## src/dsefd_pkg.sv

```systemverilog
// shared constants, types and helpers for the dshot edge frame decoder
`default_nettype none

package dsefd_pkg;

    // field widths fixed by the interface
    localparam int CAPTURE_W   = 16;
    localparam int GAP_W       = 16;
    localparam int PCT_W       = 7;
    localparam int THROTTLE_W  = 11;
    localparam int CFG_DATA_W  = 16;
    localparam int CFG_IDX_W   = 1;

    // frame layout
    localparam int FRAME_BITS  = 16;
    localparam int PAYLOAD_W   = 12;
    localparam int CRC_W       = 4;

    // defaults
    localparam int DEF_TIMER_WIDTH = 16;
    localparam int DEF_QUEUE_DEPTH = 4;
    localparam int GAP_RESET       = 300;
    localparam int PCT_RESET       = 60;
    localparam int HUNDRED         = 100;

    // register indexes
    localparam logic [CFG_IDX_W-1:0] CFG_GAP_TICKS     = 1'd0;
    localparam logic [CFG_IDX_W-1:0] CFG_ONE_THRESHOLD = 1'd1;

    // queue status seen by both sides
    typedef struct packed {
        logic full;
        logic empty;
    } t_q_status;

    // xor of the three payload nibbles
    function automatic logic [CRC_W-1:0] nibble_xor(input logic [PAYLOAD_W-1:0] p);
        return p[3:0] ^ p[7:4] ^ p[11:8];
    endfunction

endpackage

`default_nettype wire

```

## src/dsefd_front.sv

```systemverilog
// edge front end: tracks frame position and emits per-bit high time and period
`default_nettype none

module dsefd_front #(
    parameter int TIMER_WIDTH = dsefd_pkg::DEF_TIMER_WIDTH
) (
    input  logic                          i_clk,
    input  logic                          i_rst_n,
    input  logic                          i_accept,
    input  logic [dsefd_pkg::CAPTURE_W-1:0] i_capture_time,
    input  logic [dsefd_pkg::GAP_W-1:0]   i_gap_ticks,
    output logic                          o_push,
    output logic [TIMER_WIDTH-1:0]        o_high,
    output logic [TIMER_WIDTH-1:0]        o_period,
    output logic                          o_last
);
    import dsefd_pkg::*;

    localparam int CW    = (TIMER_WIDTH > CAPTURE_W) ? TIMER_WIDTH : CAPTURE_W;
    localparam int CNT_W = $clog2(FRAME_BITS + 1);
    localparam logic [CNT_W-1:0] FULL_COUNT = CNT_W'(FRAME_BITS);

    logic [TIMER_WIDTH-1:0] r_prev, n_prev;
    logic [TIMER_WIDTH-1:0] r_rise, n_rise;
    logic [TIMER_WIDTH-1:0] r_high, n_high;
    logic [TIMER_WIDTH-1:0] r_period, n_period;
    logic                   r_expect_fall, n_expect_fall;
    logic [CNT_W-1:0]       r_bit_count, n_bit_count;

    logic [CW-1:0]          cap_ext;
    logic [TIMER_WIDTH-1:0] cap;
    logic [TIMER_WIDTH-1:0] delta;
    logic [TIMER_WIDTH-1:0] rise_span;
    logic [CNT_W-1:0]       count_inc;
    logic                   gap_hit;

    // timer arithmetic, all timestamp differences modulo the timer width
    assign cap_ext   = CW'(i_capture_time);
    assign cap       = cap_ext[TIMER_WIDTH-1:0];
    assign delta     = cap - r_prev;
    assign rise_span = cap - r_rise;
    assign count_inc = r_bit_count + 1'b1;
    assign gap_hit   = CW'(delta) > CW'(i_gap_ticks);

    // edge classification
    always_comb begin
        n_prev        = r_prev;
        n_rise        = r_rise;
        n_high        = r_high;
        n_period      = r_period;
        n_expect_fall = r_expect_fall;
        n_bit_count   = r_bit_count;
        o_push        = 1'b0;
        o_high        = r_high;
        o_period      = rise_span;
        o_last        = 1'b0;
        if (i_accept) begin
            n_prev = cap;
            if (gap_hit) begin
                // gap edge is rise of bit 0
                n_bit_count   = '0;
                n_rise        = cap;
                n_expect_fall = 1'b1;
            end else if (!r_expect_fall) begin
                if (r_bit_count < FULL_COUNT) begin
                    // this rise closes the period of the previous bit
                    o_push        = (r_bit_count != '0);
                    n_period      = rise_span;
                    n_rise        = cap;
                    n_expect_fall = 1'b1;
                end
            end else begin
                n_expect_fall = 1'b0;
                if (count_inc == FULL_COUNT) begin
                    // last bit reuses the previous period
                    o_push      = 1'b1;
                    o_high      = rise_span;
                    o_period    = r_period;
                    o_last      = 1'b1;
                    n_bit_count = '0;
                end else begin
                    n_high      = rise_span;
                    n_bit_count = count_inc;
                end
            end
        end
    end

    // control state
    always_ff @(posedge i_clk) begin
        if (!i_rst_n) begin
            r_prev        <= '0;
            r_expect_fall <= 1'b0;
            r_bit_count   <= '0;
        end else begin
            r_prev        <= n_prev;
            r_expect_fall <= n_expect_fall;
            r_bit_count   <= n_bit_count;
        end
    end

    // timestamps
    always_ff @(posedge i_clk) begin
        r_rise   <= n_rise;
        r_high   <= n_high;
        r_period <= n_period;
    end

endmodule

`default_nettype wire

```

## src/dsefd_queue.sv

```systemverilog
// short fifo of per-bit timing entries between front and back
`default_nettype none

module dsefd_queue #(
    parameter int WIDTH = 33,
    parameter int DEPTH = dsefd_pkg::DEF_QUEUE_DEPTH
) (
    input  logic                 i_clk,
    input  logic                 i_rst_n,
    input  logic                 i_push,
    input  logic [WIDTH-1:0]     i_data,
    input  logic                 i_pop,
    output logic [WIDTH-1:0]     o_data,
    output dsefd_pkg::t_q_status o_status
);
    import dsefd_pkg::*;

    localparam int PW = $clog2(DEPTH);
    localparam int NW = $clog2(DEPTH + 1);
    localparam logic [PW-1:0] LAST_PTR = PW'(DEPTH - 1);
    localparam logic [NW-1:0] FULL_CNT = NW'(DEPTH);

    logic [WIDTH-1:0] r_mem [DEPTH];
    logic [PW-1:0]    r_wr, r_rd;
    logic [NW-1:0]    r_count;

    assign o_data         = r_mem[r_rd];
    assign o_status.full  = (r_count == FULL_CNT);
    assign o_status.empty = (r_count == '0);

    // pointers and fill level
    always_ff @(posedge i_clk) begin
        if (!i_rst_n) begin
            r_wr    <= '0;
            r_rd    <= '0;
            r_count <= '0;
        end else begin
            if (i_push) begin
                r_wr <= (r_wr == LAST_PTR) ? '0 : r_wr + 1'b1;
            end
            if (i_pop) begin
                r_rd <= (r_rd == LAST_PTR) ? '0 : r_rd + 1'b1;
            end
            if (i_push && !i_pop) begin
                r_count <= r_count + 1'b1;
            end else if (!i_push && i_pop) begin
                r_count <= r_count - 1'b1;
            end
        end
    end

    // entry storage
    always_ff @(posedge i_clk) begin
        if (i_push) begin
            r_mem[r_wr] <= i_data;
        end
    end

endmodule

`default_nettype wire

```

## src/dsefd_back.sv

```systemverilog
// bit decode back end: duty compare per bit, shift, checksum and result register
`default_nettype none

module dsefd_back #(
    parameter int TIMER_WIDTH = dsefd_pkg::DEF_TIMER_WIDTH
) (
    input  logic                            i_clk,
    input  logic                            i_rst_n,
    input  logic [dsefd_pkg::PCT_W-1:0]     i_pct,
    input  dsefd_pkg::t_q_status            i_q_status,
    input  logic [TIMER_WIDTH-1:0]          i_high,
    input  logic [TIMER_WIDTH-1:0]          i_period,
    input  logic                            i_last,
    output logic                            o_pop,
    output logic                            o_out_valid,
    input  logic                            i_out_stall,
    output logic [dsefd_pkg::THROTTLE_W-1:0] o_throttle,
    output logic                            o_telemetry_request
);
    import dsefd_pkg::*;

    localparam int PW = TIMER_WIDTH + PCT_W;

    logic                  r_a_valid;
    logic                  r_a_last;
    logic [PW-1:0]         r_a_high_x;
    logic [PW-1:0]         r_a_per_x;
    logic [FRAME_BITS-1:0] r_raw;
    logic                  r_out_valid;
    logic [THROTTLE_W-1:0] r_throttle;
    logic                  r_telem;

    logic                  advance;
    logic                  bit_one;
    logic [FRAME_BITS-1:0] raw_next;
    logic [PAYLOAD_W-1:0]  payload;
    logic                  emit;

    // whole back pipe moves when the result register can take a value
    assign advance = !r_out_valid || !i_out_stall;
    assign o_pop   = advance && !i_q_status.empty;

    // bit decision and frame check
    assign bit_one  = r_a_high_x > r_a_per_x;
    assign raw_next = {r_raw[FRAME_BITS-2:0], bit_one};
    assign payload  = raw_next[FRAME_BITS-1:CRC_W];
    assign emit     = r_a_valid && r_a_last && (nibble_xor(payload) == raw_next[CRC_W-1:0]);

    // scaling stage
    always_ff @(posedge i_clk) begin
        if (!i_rst_n) begin
            r_a_valid <= 1'b0;
        end else if (advance) begin
            r_a_valid <= o_pop;
        end
    end

    always_ff @(posedge i_clk) begin
        if (advance) begin
            r_a_last   <= i_last;
            r_a_high_x <= PW'(i_high) * PW'(HUNDRED);
            r_a_per_x  <= PW'(i_period) * PW'(i_pct);
        end
    end

    // bit shift register
    always_ff @(posedge i_clk) begin
        if (advance && r_a_valid) begin
            r_raw <= raw_next;
        end
    end

    // result register
    always_ff @(posedge i_clk) begin
        if (!i_rst_n) begin
            r_out_valid <= 1'b0;
        end else if (advance) begin
            r_out_valid <= emit;
        end
    end

    always_ff @(posedge i_clk) begin
        if (advance && emit) begin
            r_throttle <= payload[PAYLOAD_W-1:1];
            r_telem    <= payload[0];
        end
    end

    assign o_out_valid         = r_out_valid;
    assign o_throttle          = r_throttle;
    assign o_telemetry_request = r_telem;

endmodule

`default_nettype wire

```

## src/dshot_edge_frame_decoder_top.sv

```systemverilog
// top level of the dshot edge frame decoder
//
//  channel   direction  handshake              payload
//  in        input      i_in_valid / o_in_stall  i_capture_time
//  out       output     o_out_valid / i_out_stall  o_throttle, o_telemetry_request
//  cfg       input      i_cfg_we                i_cfg_index, i_cfg_data
//
// the front takes one edge per cycle; it stalls only while the bit queue is full
// the back decodes one queued bit per cycle, multiply then compare, if not stalled
// a good frame passes queue, scaling stage and result register to reach the output
// synchronous active-low reset clears control state and loads register defaults
// an output stall holds the result and backs up into the queue, then the input
`default_nettype none

module dshot_edge_frame_decoder_top #(
    parameter int TIMER_WIDTH = dsefd_pkg::DEF_TIMER_WIDTH,
    parameter int QUEUE_DEPTH = dsefd_pkg::DEF_QUEUE_DEPTH
) (
    input  logic                             i_clk,
    input  logic                             i_rst_n,
    input  logic                             i_in_valid,
    output logic                             o_in_stall,
    input  logic [dsefd_pkg::CAPTURE_W-1:0]  i_capture_time,
    output logic                             o_out_valid,
    input  logic                             i_out_stall,
    output logic [dsefd_pkg::THROTTLE_W-1:0] o_throttle,
    output logic                             o_telemetry_request,
    input  logic                             i_cfg_we,
    input  logic [dsefd_pkg::CFG_IDX_W-1:0]  i_cfg_index,
    input  logic [dsefd_pkg::CFG_DATA_W-1:0] i_cfg_data
);
    import dsefd_pkg::*;

    localparam int QW = 2 * TIMER_WIDTH + 1;

    logic [GAP_W-1:0] r_gap_ticks;
    logic [PCT_W-1:0] r_one_threshold_pct;

    logic                   in_accept;
    logic                   push;
    logic                   pop;
    logic [TIMER_WIDTH-1:0] f_high, f_period, q_high, q_period;
    logic                   f_last, q_last;
    logic [QW-1:0]          q_out;
    t_q_status              q_status;

    // configuration registers
    always_ff @(posedge i_clk) begin
        if (!i_rst_n) begin
            r_gap_ticks         <= GAP_W'(GAP_RESET);
            r_one_threshold_pct <= PCT_W'(PCT_RESET);
        end else if (i_cfg_we) begin
            case (i_cfg_index)
                CFG_GAP_TICKS:     r_gap_ticks         <= i_cfg_data[GAP_W-1:0];
                CFG_ONE_THRESHOLD: r_one_threshold_pct <= i_cfg_data[PCT_W-1:0];
                default: ;
            endcase
        end
    end

    // input transfer
    assign o_in_stall = q_status.full;
    assign in_accept  = i_in_valid && !o_in_stall;

    dsefd_front #(
        .TIMER_WIDTH(TIMER_WIDTH)
    ) u_front (
        .i_clk          (i_clk),
        .i_rst_n        (i_rst_n),
        .i_accept       (in_accept),
        .i_capture_time (i_capture_time),
        .i_gap_ticks    (r_gap_ticks),
        .o_push         (push),
        .o_high         (f_high),
        .o_period       (f_period),
        .o_last         (f_last)
    );

    dsefd_queue #(
        .WIDTH(QW),
        .DEPTH(QUEUE_DEPTH)
    ) u_queue (
        .i_clk    (i_clk),
        .i_rst_n  (i_rst_n),
        .i_push   (push),
        .i_data   ({f_high, f_period, f_last}),
        .i_pop    (pop),
        .o_data   (q_out),
        .o_status (q_status)
    );

    assign {q_high, q_period, q_last} = q_out;

    dsefd_back #(
        .TIMER_WIDTH(TIMER_WIDTH)
    ) u_back (
        .i_clk               (i_clk),
        .i_rst_n             (i_rst_n),
        .i_pct               (r_one_threshold_pct),
        .i_q_status          (q_status),
        .i_high              (q_high),
        .i_period            (q_period),
        .i_last              (q_last),
        .o_pop               (pop),
        .o_out_valid         (o_out_valid),
        .i_out_stall         (i_out_stall),
        .o_throttle          (o_throttle),
        .o_telemetry_request (o_telemetry_request)
    );

endmodule

`default_nettype wire

```

## config.mk

```make
export PLATFORM = sky130hd
export DESIGN_NAME = dshot_edge_frame_decoder_top
export DESIGN_NICKNAME = d
export VERILOG_FILES = /design/src/dsefd_pkg.sv /design/src/dsefd_front.sv /design/src/dsefd_queue.sv /design/src/dsefd_back.sv /design/src/dshot_edge_frame_decoder_top.sv
export SDC_FILE = /design/constraint.sdc
export NUM_CORES = 1
export LEC_CHECK = 0
export BUFFER_PORTS_ARGS = -buffer_cell sky130_fd_sc_hd__buf_2
export CAP_MARGIN = 20
export CORE_MARGIN = 2
export CORE_UTILIZATION = 60
export CTS_CLUSTER_DIAMETER = 60
export DETAILED_ROUTE_END_ITERATION = 10
export GPL_TIMING_DRIVEN = 0
export PLACE_DENSITY = 0.75
export REMOVE_ABC_BUFFERS = 1
export SLEW_MARGIN = 20
export SYNTH_ARGS = -nofsm -noshare
export SYNTH_HDL_FRONTEND = slang
export SYNTH_SLANG_ARGS = --single-unit
```

## constraint.sdc

```tcl
create_clock -name i_clk -period 18.2 [get_ports i_clk]
set_input_delay 3.64 -clock i_clk [delete_from_list [all_inputs] [get_ports i_clk]]
set_output_delay 3.64 -clock i_clk [all_outputs]
set_load 0.02 [all_outputs]
```

### Yosys cells after proc, flatten, opt, wreduce, memory -nomap -nowiden

Memories as Yosys holds them, arrays and structs flattened. A register that Yosys moved wholly into a read port is not among the register bits.
Cells that the tools add are included.

| storage, ports and cells | value |
|---|---|
| register bits after elaboration | 174 |
| bits in writable memories | 132 |
| bits of input ports | 38 |
| output and inout port bits | 14 |
| logic and storage cells | 103 |
| memories | 1 |

Memory list:

| memory | depth | bits a word | read ports | clocked after memory_dff | write ports | line | source |
|---|---|---|---|---|---|---|---|
| u_queue.r_mem | 4 | 33 | 1 | 1 | 1 | dsefd_queue.sv:23 | `logic [WIDTH-1:0] r_mem [DEPTH];` |

| cells by class | value |
|---|---|
| add/subtract/negate cells | 7 |
| $mul | 2 |
| $lt $le $gt $ge | 3 |
| equal/unequal tests | 6 |
| multiplexer cells | 33 |
| bitwise logic cells | 6 |
| reduce and logical (&&, ||, !) cells | 26 |

Operators by type and width:

| cell | number |
|---|---|
| 2-to-1 mux 16 bit | 11 |
| subtractor 16 bit | 2 |
| > comparator 23 bit | 1 |
| multiplier 16 x 7 -> 23 bit | 1 |
| multiplier 16 x 5 -> 21 bit (second input constant) | 1 |
| > comparator 16 bit | 1 |
| 2-to-1 mux 5 bit | 3 |
| 2-to-1 mux 1 bit | 13 |
| logical AND 1 bit | 8 |
| 2-to-1 mux 2 bit | 4 |
| AND reduction 4 bit | 2 |
| XOR 4 bit | 2 |
| zero test 1 bit | 6 |
| 2-to-1 mux 3 bit | 2 |
| AND reduction 2 bit | 3 |
| nonzero test 2 bit | 3 |
| adder 5 x 1 -> 5 bit (second input constant) | 1 |
| == test 5 bit (second input constant) | 1 |
| < comparator 5 bit (second input constant) | 1 |
| nonzero test 5 bit | 1 |
| adder 2 x 1 -> 2 bit (second input constant) | 2 |
| == test 2 bit (second input constant) | 2 |
| == test 4 bit | 1 |
| inverter 1 bit | 4 |
| other kinds (7) | 7 |

### Logic depth before layout (Yosys ltp)

| logic depth | value |
|---|---|
| depth after elaboration | 10 |
| mapped depth | 23 |
| mapped depth without buffers | 23 |

### Cells and area by module

Synthesis repeated with hierarchy kept, for this count alone.

| second synthesis, totals | value |
|---|---|
| cells, all modules | 1549 |
| area total of the unflattened synthesis | 18949.4 um^2 |

Modules (own cells, without submodules):

| module | times used | cells an instance | area each (um^2) | sequential area each (um^2) |
|---|---|---|---|---|
| dsefd_back | 1 | 747 | 7906.3 | 2202.1 |
| dsefd_queue | 1 | 217 | 5266.3 | 4144.0 |
| dsefd_front | 1 | 484 | 4847.1 | 1881.8 |
| dshot_edge_frame_decoder_top | 1 | 101 | 929.6 | 460.4 |

### Worst setup path before layout

OpenSTA, ideal clock, no wires.

| path | value |
|---|---|
| path type | input -> register |
| from | input port i_capture_time[0] in the netlist's numbering |
| to | register u_front.r_period[0] (enable) |
| library setup time | 0.409 ns |
| data arrival time | 7.611 ns |
| required time | 17.791 ns |
| path slack | 10.180 ns |
| stages | 18 |
| buffers on the path | 0 |
| cells stage by stage | inv_1 > ha_1 > fa_1 > nor2b_1 > o21a_1 > o21ai_0 > a21oi_1 > a41o_1 > nor2_1 > xnor2_1 > ha_1 > nand2_1 > or2_2 > nor3_1 > nand2_1 > inv_1 > nor2_1 > nor3_1 |

| on the way | value |
|---|---|
| word-level cells in the longest chain between the ends | 4 |

Ends and longest elaborated chain:

| item | line | source |
|---|---|---|
| from (decl) | dshot_edge_frame_decoder_top.sv:23 | `input logic [dsefd_pkg::CAPTURE_W-1:0] i_capture_time,` |
| subtractor 16 bit | dsefd_front.sv:40 | `assign delta = cap - r_prev;` |
| > comparator 16 bit | dsefd_front.sv:43 | `assign gap_hit = CW'(delta) > CW'(i_gap_ticks);` |
| inverter 1 bit (no source line) | - |  |
| AND reduction 4 bit (no source line) | - |  |
| to (signal assigned) | dsefd_front.sv:106 | `r_period <= n_period;` |
| to (decl) | dsefd_front.sv:26 | `logic [TIMER_WIDTH-1:0] r_period, n_period;` |

No other way between the ends.
A chain may end at the register's enable or synchronous reset.

### Final worst setup path

| path | value |
|---|---|
| from | input port i_capture_time[0] in the netlist's numbering |
| to | register u_queue.r_count[2] |

| on the way | value |
|---|---|
| word-level cells in the longest chain between the ends | 7 |
| elaborated cells between the ends (all ways) | 9 |
| those cells by class | 1 x add/sub; 1 x order compare; 3 x mux; 4 x reduce/logical |

Ends and longest elaborated chain:

| item | line | source |
|---|---|---|
| subtractor 16 bit (*) | dsefd_front.sv:40 |  |
| > comparator 16 bit (*) | dsefd_front.sv:43 |  |
| 2-to-1 mux 1 bit (*) | dsefd_front.sv:59 | `if (gap_hit) begin` |
| 2-to-1 mux 1 bit (*) | dsefd_front.sv:57 | `if (i_accept) begin` |
| named net push | dshot_edge_frame_decoder_top.sv:40 | `logic push;` |
| zero test 1 bit | dsefd_queue.sv:46 | `end else if (!i_push && i_pop) begin` |
| logical AND 1 bit | dsefd_queue.sv:46 |  |
| nonzero test 2 bit (no source line) | - |  |
| to (signal assigned) | dsefd_queue.sv:45 | `r_count <= r_count + 1'b1;` |
| to (signal assigned) | dsefd_queue.sv:47 | `r_count <= r_count - 1'b1;` |
| to (decl) | dsefd_queue.sv:25 | `logic [NW-1:0] r_count;` |

The timed path passes the listed nets; every way through them passes the cells marked *.

==> metrics.cfg <==
[die]
die_h_um=181
start_util=0.610
coreArea_mm2=0.0307
io_pins=52
die_area_mm2=0.0326
die_w_um=181
rows=64

[finish]
antenna_cells=0
final_cells=2062
n_fill_cell=2247
area_delta_synth_final_pct=10.2
stdcell_area_mm2=0.0206
fin_nets=1934
drive_above_1_share=0.124

[detailed_routing]
via_per_inst=5.76
drtIter0Drc=692
wl_per_cell_um=17.7
vias=11871
remaining_drc_errors=0
route.final.wire_length_um=36400
ant_nets=0
drt_first_pass_iters=5

[timing]
finalCritPeriodShare=0.469
rsz0062_at_grt=no
finalClockSkew_ps=16.0
final.setup.tns_ps=0
hold_viol=0
drv_slew=0
setup_viol=0
max-slew-margin-rel=0.369
fin_crit_ps=8530
fmax_ghz=0.117
worst_slew_pin_slew_ps=946

[critical_path]
reg2reg_to=u_back.r_a_per_x[18]
critPathMaxStageDelay_ps=630
crit_fanout=7
worst_setup_path_end_kind=flip-flop
cp-startpoint=i_capture_time[0]
worst-setup-path-type=input pin to flip-flop
arrival_ps=8970
reg2reg_slack_ps=11960
cpMostUsedCell=a21oi_1
startpoint_type=input pin
crit_slowest_cell=a21oi_1
rr_worst_depth=18
required_ps=18640
cp_cell_sequence=buf_2, inv_1, ha_1, fa_1, nor2b_1, o21a_1, o21ai_0, a21oi_1, a41o_1, o41a_1, xor2_1, ha_1, a21o_1, a21oi_1, o211ai_1, a21oi_1, ha_1, inv_1, fa_1, xor2_1, or3_1, a21oi_1

[hold_path]
worstHoldStart=r_gap_ticks[9]
whs_path_depth=2
holdPathEnd=r_gap_ticks[9]
hold_class=flip-flop to flip-flop

[clocking]
cts-root-buf=clkbuf_16
clk_pin_slew_ps=60
insertion_delay_ps=520
htreeDepth=2
post-cts-setup-buffers=0
clockBufferDepth=3
holdBufCountCts=0
cts_tree=done
cts_sinks=308
cts-resized-gates=0
cts_made_buffers=35

[synth]
synth.avg_cell_area_um2=11.8
yosys_warnings=0
netlist_area_mm2=0.0187
yosysMostFrequentCell=edfxtp_1
synth-seq-area-share=0.464
synthFlopType=edfxtp_1
synth_edf_count=252
yosysTopAreaCell=edfxtp_1
syn_inst=1582
synth_top_cell_area_share=0.404
async_flop_share=0
synthTopCellsByArea=edfxtp_1, ha_1, fa_1, dfxtp_1, inv_1
synth_cell_types=72
ys_ff_latch=308
synth_common_cells=edfxtp_1, inv_1, ha_1

[place]
gp_congestion=0.871
place_area_mm2=0.0195
portBuffers=51
hpwl_um=26500
placed_cells=2003

[global_routing]
grt_max_degree=42
antenna_found_initial=1
grt_pass1_wl_um=61600
grt_use_total=0.232
grt_pass1_vias=12383
grt_overflow=0

[job]
drv_cap=0

[status]
status=finished, final reports clean

-- critical path, delay by kind of cell --
family,cells,cell delay [ps]
compound gates,10,2880
fa+ha+maj,5,1420
simple gates,2,380
xor+xnor,2,340
buf+inv,3,310
-- metal layers --
layer	global-route usage	vias up	wire, um
li1	-	5685	-
met1	0.306	5881	15900
met2	0.399	227	17900
met3	0.0335	76	1470
met4	0.0706	2	1100
met5	0	-	13
-- metrics by stage --
stage          utilization  hold WS (ps)  setup slack, ps
3_5_place_dp         0.636           449             9300
6_report             0.672           454             9670
3_3_place_gp         0.630           443             8730
5_1_grt              0.672           481             9320
2_1_floorplan            -           436            10180
4_1_cts              0.672           454             9790
-- worst max-delay path by stage --
stage | to | slack, ps | cells after the start
after detailed placement | u_queue.r_count[2] | 9300 | 22
after global routing | u_queue.r_count[2] | 9320 | 22
after floorplan | u_front.r_period[0] | 10180 | 18
after global placement | u_front.r_high[10] | 8730 | 19
final | u_queue.r_count[2] | 9670 | 22
after CTS | u_queue.r_count[2] | 9790 | 22
-- cell type report --
type                       count  area (um^2)  area share
multi-input combinational   1024         9130       0.442
sequential                   308         8690       0.421
clock buffer                  41          898      0.0436
inverter                     214          803      0.0389
tap                          396          495      0.0240
timing repair buffer          61          409      0.0198
clock inverter                18          199     0.00965
-- state kept, by name (all words and copies together), names as in the netlist, named ones only --
| register | flops |
|---|---|
| u_front.r_high | 16 |
| u_back.r_a_valid | 1 |
| u_queue.r_wr | 2 |
| u_back.o_telemetry_request | 1 |
| u_front.r_bit_count | 5 |
| r_gap_ticks | 16 |
| u_back.r_raw | 15 |
| u_front.r_prev | 16 |
| u_back.o_throttle | 11 |
| r_one_threshold_pct | 7 |
| u_queue.r_count | 3 |
| u_back.o_out_valid | 1 |
| u_back.r_a_per_x | 23 |
| u_front.r_period | 16 |
| u_front.r_rise | 16 |
| u_back.r_a_last | 1 |
| u_queue.r_rd | 2 |
| u_back.r_a_high_x | 21 |
| u_queue.r_mem | 132 |
| u_front.r_expect_fall | 1 |
-- cells by family after synthesis --
kind of cell               synth area share
buffers and inverters                0.0505
DFF                                   0.464
xor gates and xnor gates             0.0318
adders and majority gates             0.202
and+or+nand+nor                       0.106
muxes                                0.0604
AOI/OAI and AO/OA                    0.0853
-- cell usage in the layout, fill, tap and decap left out, drive strengths merged, types with 9 or more instances in the layout --
cell type,instances
a21o,23
a21oi,85
a31oi,9
and2,93
buf,61
clkbuf,41
clkinv,9
dfxtp,56
edfxtp,252
fa,83
ha,169
inv,218
mux2,30
mux4,33
nand2,136
nand2b,9
nand3,26
nand4,9
nor2,50
nor2b,13
nor3,21
o211ai,13
o21a,16
o21ai,30
or3,9
xnor2,45
xor2,23
Power is left out: the tool's default activity adds up to more than one toggle a clock period on the data nets, which glitch-free logic cannot reach.
